File: config.mk
export PLATFORM = sky130hd
export DESIGN_NAME = rate_monotonic_tick_scheduler
export DESIGN_NICKNAME = d
export VERILOG_FILES = /design/src/rtl/rmts_pkg.sv /design/src/rtl/rate_monotonic_tick_scheduler.sv
export SDC_FILE = /design/constraint.sdc
export NUM_CORES = 1
export LEC_CHECK = 0
export BUFFER_PORTS_ARGS = -buffer_cell sky130_fd_sc_hd__buf_2
export CAP_MARGIN = 25
export CORE_MARGIN = 5
export CORE_UTILIZATION = 45
export DETAILED_ROUTE_END_ITERATION = 12
export PLACE_DENSITY = 0.64
export SKIP_LAST_GASP = 1
export SYNTH_ARGS = -nofsm -noshare
export SYNTH_HDL_FRONTEND = slang
export SYNTH_SLANG_ARGS = --single-unit
File: constraint.sdc
create_clock -name clk -period 11.1 [get_ports clk]
set_input_delay 1.11 -clock clk [delete_from_list [all_inputs] [get_ports clk]]
set_output_delay 1.11 -clock clk [all_outputs]
set_load 0.02 [all_outputs]
File: src/rtl/rmts_pkg.sv
// Types and codes of the rate-monotonic tick scheduler.
// No dependencies; used by the top level and its checker.
package rmts_pkg;

	localparam logic CMD_LOAD = 1'b0;
	localparam logic CMD_TICK = 1'b1;

	typedef struct packed {
		logic        command;
		logic [2:0]  task_slot;
		logic [15:0] exec_time;
		logic [15:0] period_length;
	} req_t;

	typedef struct packed {
		logic       busy_res;
		logic [2:0] running_task;
		logic [7:0] released_mask;
	} rsp_t;

endpackage

File: src/rtl/rate_monotonic_tick_scheduler.sv
// A load gives no result and leaves the block idle. A tick with n = min(active_tasks, MAX_TASKS)
// entries scans one table entry per cycle through the state memory port, then passes the
// drain and fix states and shows its result (with n of 0 it goes straight to the fix state),
// and the next request can be accepted in the cycle that shows the result.
// Reset (arst_n low) clears active_tasks and the per-entry valid flags, so every counter
// and used time reads as zero; the period and execution tables stay undefined until loaded.
// Depends on rmts_pkg.
module rate_monotonic_tick_scheduler #(
	parameter int MAX_TASKS = 8,
	parameter int TIME_BITS = 16
) (
	input  logic          clk,
	input  logic          arst_n,
	input  logic          start,
	output logic          busy,
	input  rmts_pkg::req_t req,
	output logic          done,
	output rmts_pkg::rsp_t result,
	input  logic          cfg_we,
	input  logic [3:0]    cfg_data
);

	localparam int IDX_W = (MAX_TASKS > 1) ? $clog2(MAX_TASKS) : 1;
	localparam int CNT_W = $clog2(MAX_TASKS + 1);

	typedef enum logic [1:0] {ST_IDLE, ST_SCAN, ST_DRAIN, ST_FIX} state_t;

	state_t               state_q;
	logic [3:0]           active_q;
	logic [CNT_W-1:0]     n_q;
	logic [IDX_W-1:0]     rd_idx_q;
	logic                 found_q;
	logic [IDX_W-1:0]     best_idx_q;
	logic [TIME_BITS-1:0] best_per_q;
	logic [TIME_BITS-1:0] best_used_q;
	logic [TIME_BITS-1:0] best_cnt_q;
	logic                 best_rel_q;
	logic [7:0]           mask_q;
	logic [MAX_TASKS-1:0] vld_q;

	// Entry layouts: table memory {period, exec}, counter memory {counter, used}.
	logic [2*TIME_BITS-1:0] mem_a [MAX_TASKS];
	logic [2*TIME_BITS-1:0] mem_b [MAX_TASKS];

	logic                   s1_valid;
	logic [IDX_W-1:0]       idx_s1;
	logic [2*TIME_BITS-1:0] a_rd_s1;
	logic [2*TIME_BITS-1:0] b_rd_s1;
	logic                   vld_s1;

	logic                   accept;
	logic                   load_ok;
	logic [IDX_W-1:0]       slot_idx;
	logic [31:0]            exec_ext;
	logic [31:0]            per_ext;
	logic [CNT_W-1:0]       n_new;

	logic [TIME_BITS-1:0]   per_s1;
	logic [TIME_BITS-1:0]   exec_s1;
	logic [TIME_BITS-1:0]   cnt_s1;
	logic [TIME_BITS-1:0]   used_s1;
	logic [TIME_BITS-1:0]   cnt_nx;
	logic                   rel_s1;
	logic                   take_s1;
	logic [7:0]             rel_bit;

	logic                   b_we;
	logic [IDX_W-1:0]       b_waddr;
	logic [2*TIME_BITS-1:0] b_wdata;

	assign busy     = (state_q != ST_IDLE);
	assign accept   = start && !busy;
	assign load_ok  = accept && (req.command == rmts_pkg::CMD_LOAD)
		&& (32'(req.task_slot) < MAX_TASKS);
	assign slot_idx = IDX_W'(req.task_slot);
	assign exec_ext = {16'b0, req.exec_time};
	assign per_ext  = {16'b0, req.period_length};

	always_comb begin
		if (32'(active_q) > MAX_TASKS) begin
			n_new = CNT_W'(MAX_TASKS);
		end else begin
			n_new = CNT_W'(active_q);
		end
	end

	// An entry never written since reset reads as counter and used time zero.
	always_comb begin
		per_s1  = a_rd_s1[2*TIME_BITS-1:TIME_BITS];
		exec_s1 = a_rd_s1[TIME_BITS-1:0];
		cnt_s1  = vld_s1 ? b_rd_s1[2*TIME_BITS-1:TIME_BITS] : '0;
		used_s1 = vld_s1 ? b_rd_s1[TIME_BITS-1:0] : '0;
		cnt_nx  = cnt_s1 + 1'b1;
		rel_s1  = (cnt_nx == per_s1);
		take_s1 = (used_s1 < exec_s1) && (!found_q || (per_s1 < best_per_q));
		rel_bit = '0;
		for (int j = 0; j < 8; j++) begin
			if (32'(idx_s1) == j) begin
				rel_bit[j] = rel_s1;
			end
		end
	end

	// Single write port of the counter memory: load, scan write-back, or the
	// deferred used-time increment of the task that ran.
	always_comb begin
		b_we    = 1'b0;
		b_waddr = idx_s1;
		b_wdata = rel_s1 ? '0 : {cnt_nx, used_s1};
		if (load_ok) begin
			b_we    = 1'b1;
			b_waddr = slot_idx;
			b_wdata = '0;
		end else if (s1_valid) begin
			b_we    = 1'b1;
		end else if (state_q == ST_FIX && found_q && !best_rel_q) begin
			b_we    = 1'b1;
			b_waddr = best_idx_q;
			b_wdata = {best_cnt_q, best_used_q + 1'b1};
		end
	end

	always_ff @(posedge clk) begin
		if (load_ok) begin
			mem_a[slot_idx] <= {per_ext[TIME_BITS-1:0], exec_ext[TIME_BITS-1:0]};
		end
		if (b_we) begin
			mem_b[b_waddr] <= b_wdata;
		end
		if (state_q == ST_SCAN) begin
			a_rd_s1 <= mem_a[rd_idx_q];
			b_rd_s1 <= mem_b[rd_idx_q];
			vld_s1  <= vld_q[rd_idx_q];
			idx_s1  <= rd_idx_q;
		end
		if (s1_valid && take_s1) begin
			best_idx_q  <= idx_s1;
			best_per_q  <= per_s1;
			best_used_q <= used_s1;
			best_cnt_q  <= cnt_nx;
			best_rel_q  <= rel_s1;
		end
	end

	always_ff @(posedge clk or negedge arst_n) begin
		if (!arst_n) begin
			state_q  <= ST_IDLE;
			active_q <= '0;
			n_q      <= '0;
			rd_idx_q <= '0;
			found_q  <= 1'b0;
			mask_q   <= '0;
			vld_q    <= '0;
			s1_valid <= 1'b0;
			done     <= 1'b0;
			result   <= '0;
		end else begin
			done     <= (state_q == ST_FIX);
			s1_valid <= (state_q == ST_SCAN);
			if (cfg_we) begin
				active_q <= cfg_data;
			end
			if (b_we) begin
				vld_q[b_waddr] <= 1'b1;
			end
			if (s1_valid) begin
				mask_q <= mask_q | rel_bit;
				if (take_s1) begin
					found_q <= 1'b1;
				end
			end
			unique case (state_q)
				ST_IDLE: begin
					if (accept && req.command == rmts_pkg::CMD_TICK) begin
						n_q      <= n_new;
						rd_idx_q <= '0;
						found_q  <= 1'b0;
						mask_q   <= '0;
						state_q  <= (n_new == '0) ? ST_FIX : ST_SCAN;
					end
				end
				ST_SCAN: begin
					if (CNT_W'(rd_idx_q) + 1'b1 == n_q) begin
						state_q <= ST_DRAIN;
					end else begin
						rd_idx_q <= rd_idx_q + 1'b1;
					end
				end
				ST_DRAIN: begin
					state_q <= ST_FIX;
				end
				ST_FIX: begin
					result.busy_res      <= found_q;
					result.running_task  <= found_q ? 3'(best_idx_q) : 3'd0;
					result.released_mask <= mask_q;
					state_q              <= ST_IDLE;
				end
				default: begin
					state_q <= ST_IDLE;
				end
			endcase
		end
	end

endmodule

==> run_results.csv, run 1 <==
group,metric,value,unit
synthesis,syn_nets,1633,
run_status,status,"complete, no violations",
synthesis,async_reset_ff_share,6.51,%
synthesis,synthTopCellsByCount,"edfxtp_1 (632), mux4_2 (130), mux2_2 (77), inv_1 (62), nand2_1 (61)",
global_route,grt_usage,17.7,%
cells_and_area,area_growth,12.5,%
floorplan,start_util,45.4,%
sta,tightest_slew,1030,ps
placed_design,port_buffers,57,
cells_and_area,fin_nets,1710,
synthesis,synthFlopType,"edfxtp_1",
clock_tree,cts_resized,0,
floorplan,dieArea,67200,um2
synthesis,yosysWarnings,0,
clock_tree,clkTransAtPathRegs,60,ps
global_route,grt_max_degree,67,
sta,rsz0062_at_grt,"false",
floorplan,die_w,259,um
cells_and_area,seq_area,20100,um2
clock_tree,tritoncts,"done",
global_route,antenna_found_initial,2,
clock_tree,htree_levels,3,
worst_setup_path,startpoint_type,"flip-flop",
synthesis,synth_area_leaders,"edfxtp_1 (68%), mux4_2 (10%), dfrtp_1 (3.9%), mux2_2 (3.1%), ha_1 (1.6%)",
sta,fmax,243,MHz
synthesis,synth_top_area_share,67.9,%
sta,finalCritPeriodShare,37.1,%
global_route,grt-ovfl-total,0,
floorplan,core_area,61600,um2
clock_tree,cts_buffers,67,
worst_setup_path,reg2reg_depth,8,
detailed_routing,totalWireLength,59300,um
detailed_routing,drc,0,
sta,final.setup.tns,0,ps
hold_path,hp-class,"input pin to asynchronous set/reset pin",
sta,fin_crit,4110,ps
cells_and_area,fin_util,51.0,%
worst_setup_path,crit_path_end_kind,"flip-flop",
cells_and_area,nFillCells,4925,
floorplan,num_rows,91,
sta,slew_headroom,31.2,%
cells_and_area,layout-drive-gt1-share,25.5,%
detailed_routing,first_iter_violations,1348,
placed_design,gp_congestion,0.812,
synthesis,synth_edf_count,632,
clock_tree,clock-root-buffer,"clkbuf_16",
synthesis,netlist_area,27900,um2
detailed_routing,drtAntennaViolNets,0,
cells_and_area,multi_input_area,7440,um2
sta,slew_violations,0,
worst_setup_path,path_class,"flip-flop to flip-flop",
detailed_routing,vias_per_cell,5.72,
synthesis,syn_inst,1553,
worst_setup_path,arrival,4400,ps
global_route,grt_pass1_wl,90800,um
global_route,grt_pass1_vias,14694,
floorplan,die_h,259,um
clock_tree,clock_latency,600,ps
detailed_routing,first_pass_iters,5,
sta,skew,17.7,ps
synthesis,synth-seq-cells,676,
clock_tree,numClockSinks,676,
detailed_routing,vias,14364,
sta,setup_viol,0,
clock_tree,postCtsSetupBuffers,0,
worst_setup_path,worstPathRequired,11380,ps
sta,hold_viol,0,
clock_tree,cts.path.max_buffers,3,
flow_run,drv_cap,0,
pwr,leakagePower,10.4,nW
detailed_routing,wl_per_cell,23.6,um
pwr,ir_drop,136,uV
clock_tree,cts_hold_buf,0,
synthesis,ys_seq_area_share,71.9,%
synthesis,syn_area_per_cell,18.0,um2
synthesis,synth.most_common_cell,"edfxtp_1",
pwr,p_per_area,249,nW/um2
synthesis,yosysTopAreaCell,"edfxtp_1",
floorplan,io_pins,58,
worst_setup_path,cp_max_fo,17,
synthesis,synth_cell_types,61,
placed_design,hpwl,34200,um
cell usage in the layout, fill, tap and decap left out, drive strengths merged, types with 12 or more instances in the layout:
| master | netlist | routed |
|---|---|---|
| edfxtp | 632 | 632 |
| mux4 | 130 | 130 |
| buf | 27 | 92 |
| clkbuf | 57 | 81 |
| mux2 | 77 | 77 |
| inv | 62 | 65 |
| nand2 | 61 | 61 |
| o21ai | 54 | 54 |
| nor2 | 53 | 53 |
| dfrtp | 44 | 44 |
| and3 | 42 | 42 |
| ha | 36 | 36 |
| a41oi | 32 | 32 |
| and2 | 26 | 26 |
| clkinv | 0 | 20 |
| nand3 | 19 | 19 |
| xnor2 | 16 | 16 |
| xor2 | 16 | 16 |
| nor3 | 15 | 15 |
| a21oi | 14 | 14 |
| nor4 | 14 | 14 |
| o31ai | 12 | 12 |
report_power, final:
group | switching (mW) | internal (mW) | total, mW
clock | 0.913 | 1.24 | 2.15
combinational | 1.16 | 0.770 | 1.93
sequential | 0.228 | 3.51 | 3.73
total | 2.30 | 5.51 | 7.82
registers in the layout, summed over array words and instances, names as in the netlist, 3 cells and up:
signal       count
mask_q           8
n_q              4
mem_b          256
a_rd_s1         32
active_q         4
best_idx_q       3
best_per_q      16
best_used_q     16
b_rd_s1         32
best_cnt_q      16
rd_idx_q         3
mem_a          256
idx_s1           3
result          12
vld_q            8
per-layer routing:
metal	track usage, %	up-vias	wire (um)
li1	-	6359	-
met1	25.3	7516	25900
met2	29.0	396	29200
met3	2.76	91	2960
met4	4.56	2	1290
met5	0	-	20
worst paths after layout:
| check | from | end | slack [ps] |
|---|---|---|---|
| worst max-delay path | b_rd_s1[16] | mem_b[2][1] | 6990 |
| max in group asynchronous | arst_n | rd_idx_q[2] | 10160 |
| min in group clk | vld_q[6] | vld_q[6] | 470 |
| worst max register to register | b_rd_s1[16] | mem_b[2][1] | 6990 |
| worst min-delay path | arst_n | active_q[0] | 440 |
| worst min register to register | vld_q[6] | vld_q[6] | 470 |
through the flow:
stage	worst slack [ps]	instances	hold slack (ps)	area [um2]	power [mW]
2_1_floorplan	4270	1553	423	27900	5.07
3_3_place_gp	6990	2393	449	29300	5.66
3_5_place_dp	6950	2395	452	29300	5.73
4_1_cts	7030	2506	471	31400	7.89
5_1_grt	6790	2509	448	31400	8.21
6_report	6990	2510	441	31400	7.82
worst max-delay path, stage by stage, from the launching register on:
cell and delay [ps]:
edfxtp_1 570, nand4_2 400, or4_1 800, nor2_8 200
nor4_1 100, o31ai_4 800, buf_4 400, a41oi_1 150
o21ai_0 360
area by class of cell:
| type | instances | share of cell area (%) |
|---|---|---|
| Sequential cell | 676 | 63.9 |
| Inverter | 62 | 0.740 |
| Antenna cell | 1 | 0.00796 |
| Clock inverter | 30 | 0.800 |
| Multi-Input combinational cell | 731 | 23.7 |
| Timing Repair Buffer | 92 | 1.86 |
| Clock buffer | 81 | 5.70 |
| Tap cell | 837 | 3.33 |
kinds of logic (layout without fill, tap and decap cells):
kind of cell / Yosys count / in the layout / synth area share, %
compound gates: 161 / 161 / 4.03
xor+xnor: 32 / 32 / 1.00
fa+ha+maj: 36 / 36 / 1.61
buf+inv: 146 / 265 / 2.09
flops: 676 / 676 / 71.9
mux: 209 / 209 / 13.7
other cells: 0 / 1 / 0
simple gates: 293 / 293 / 5.75
No activity file was read; power rests on OpenSTA's default activity.
==> inputs of run 2 (changes only) <==
--- a/config.mk
+++ b/config.mk
@@ -10,7 +10,7 @@
 export CORE_MARGIN = 5
 export CORE_UTILIZATION = 45
 export DETAILED_ROUTE_END_ITERATION = 12
-export PLACE_DENSITY = 0.64
+export PLACE_DENSITY = 0.67
 export SKIP_LAST_GASP = 1
 export SYNTH_ARGS = -nofsm -noshare
 export SYNTH_HDL_FRONTEND = slang
==> constraint.sdc (replaced) <==
create_clock -name clk -period 3.39 [get_ports clk]
set_input_delay 0.339 -clock clk [delete_from_list [all_inputs] [get_ports clk]]
set_output_delay 0.339 -clock clk [all_outputs]
set_load 0.02 [all_outputs]
==> run 2 against run 1 <==
Net effect:
- routed wire length is 2.0% higher
- flip-flop and latch count did not move
- clock power rose to 3.3 times the previous value
- worst setup slack worse by 6800 ps
- largest power group unchanged
- highest routed layer is now met4
==> run_results.csv, run 2 (synthesis gave the netlist of run 1 again) <==
group,metric,value,unit
worst_setup_path,reg2reg_depth,8,
clock_tree,numClockSinks,676,
clock_tree,clock_latency,600,ps
sta,final.setup.tns,0,ps
pwr,ir_drop,516,uV
cells_and_area,final_cell_mix,"edfxtp_1 (632), mux4_2 (130), mux2_2 (77), clkbuf_16 (71), inv_1 (62)",
sta,setup_slack,225,ps
run_status,status,"complete, no violations",
clock_tree,cts.path.max_buffers,3,
worst_setup_path,cp_max_fo,33,
worst_setup_path,r2r_start,"b_rd_s1[18]",
detailed_routing,drtAntennaViolNets,0,
global_route,grt_pass1_wl,94200,um
placed_design,gp_congestion,0.831,
floorplan,io_pins,58,
placed_design,dpl_cell_area,29900,um2
sta,finalCritPeriodShare,93.4,%
sta,setup_viol,0,
detailed_routing,vias_per_cell,5.69,
placed_design,pre_cts_ws,204,ps
hold_path,hp-class,"input pin to flip-flop",
detailed_routing,drc,0,
sta,hold_viol,0,
hold_path,min_to,"mem_a[6][28]",
placed_design,port_buffers,57,
cells_and_area,seq_area,20100,um2
cells_and_area,finalInstanceArea,32400,um2
pwr,leakagePower,10.8,nW
clock_tree,tritoncts,"done",
cells_and_area,area_growth,16.0,%
cells_and_area,final_common_cell,"edfxtp_1",
placed_design,numPlacedInstances,2434,
global_route,grt_pass1_vias,15483,
flow_run,drv_cap,0,
clock_tree,clock-root-buffer,"clkbuf_16",
cells_and_area,fin_util,52.6,%
pwr,p_per_area,805,nW/um2
clock_tree,clkTransAtPathRegs,60,ps
cells_and_area,multi_input_area,7480,um2
floorplan,dieArea,67200,um2
sta,fin_crit,3160,ps
detailed_routing,first_iter_violations,1200,
cells_and_area,fin_nets,1783,
cells_and_area,largestRegisters,"mem_a x256, mem_b x256",
floorplan,core_area,61600,um2
sta,slew_violations,0,
hold_path,hold_depth,1,
global_route,antenna_found_initial,0,
clock_tree,htree_levels,3,
floorplan,num_rows,91,
global_route,grt_usage,18.3,%
global_route,grt_max_degree,133,
clock_tree,cts_buffers,68,
cells_and_area,nFillCells,4802,
worst_setup_path,worstReg2RegEnd,"mem_b[1][10]",
floorplan,die_w,259,um
detailed_routing,totalWireLength,60500,um
floorplan,die_h,259,um
worst_setup_path,arrival,3470,ps
worst_setup_path,path_class,"flip-flop to flip-flop",
global_route,grt-ovfl-total,0,
pwr,power,26.1,mW
sta,tightest_slew,874,ps
cells_and_area,layout-drive-gt1-share,27.0,%
hold_path,hp-start,"req[12]",
sta,rsz0062_at_grt,"false",
worst_setup_path,r2r_slack,230,ps
detailed_routing,wl_per_cell,23.3,um
worst_setup_path,startpoint_type,"flip-flop",
sta,worst_hold_slack,29.7,ps
worst_setup_path,worstPathRequired,3700,ps
sta,skew,25.8,ps
detailed_routing,vias,14731,
cells_and_area,fin_cells,2591,
sta,slew_headroom,41.7,%
sta,fmax,316,MHz
placed_design,hpwl,34900,um
detailed_routing,first_pass_iters,5,
cells_and_area,n_antenna_cell,0,
floorplan,start_util,45.4,%
worst_setup_path,crit_path_end_kind,"flip-flop",
## run 2: area by class of cell
class                           count  share of cell area [%]
Clock buffer                       83                    5.62
Multi-Input combinational cell    731                    23.1
Timing Repair Buffer              164                    4.52
Tap cell                          837                    3.23
Inverter                           62                   0.718
Clock inverter                     38                   0.830
Sequential cell                   676                    62.0
## run 2: how the worst max path moves through the flow
| stage | from | end | cells after the start | slack, ps |
|---|---|---|---|---|
| final | b_rd_s1[18] | mem_b[1][10] | 8 | 230 |
| after global routing | b_rd_s1[18] | mem_b[4][15] | 8 | 5 |
| after global placement | b_rd_s1[18] | mem_b[4][18] | 9 | 280 |
| after CTS | b_rd_s1[18] | mem_b[3][9] | 8 | 150 |
| after floorplan | state_q[0] | mem_a[2][0] | 7 | -730 |
| after detailed placement | b_rd_s1[18] | mem_b[5][9] | 8 | 200 |
## run 2: what timing repair did
action / CTS / global route
buffers inserted: 0 / 0
endpoints found under the hold margin: 278 / 0
resized for setup: 0 / 4
hold buffers: 35 / 0
endpoints found under the setup margin: 0 / 32
## run 2: critical path, stage by stage (launching register included)
cell      delay [ps]
edfxtp_1         460
nand4_2          250
or4_1            750
nor4b_1          360
nor3_1           120
nand4_1          160
nor3b_4           70
buf_12           190
o21ai_1          500
## run 2: power by group
| part | total, mW | leakage [nW] | internal [mW] | switching (mW) |
|---|---|---|---|---|
| sequential | 12.1 | 6.28 | 11.5 | 0.633 |
| combinational | 6.91 | 3.55 | 2.90 | 4.02 |
| clock | 7.07 | 1.02 | 3.99 | 3.08 |
| total | 26.1 | 10.8 | 18.4 | 7.73 |
## run 2: layer usage
metal	track usage, %	share of wire [%]
met1	25.5	43
met4	4.98	2.3
met2	30.2	49
met3	3.34	5.9
met5	0	0
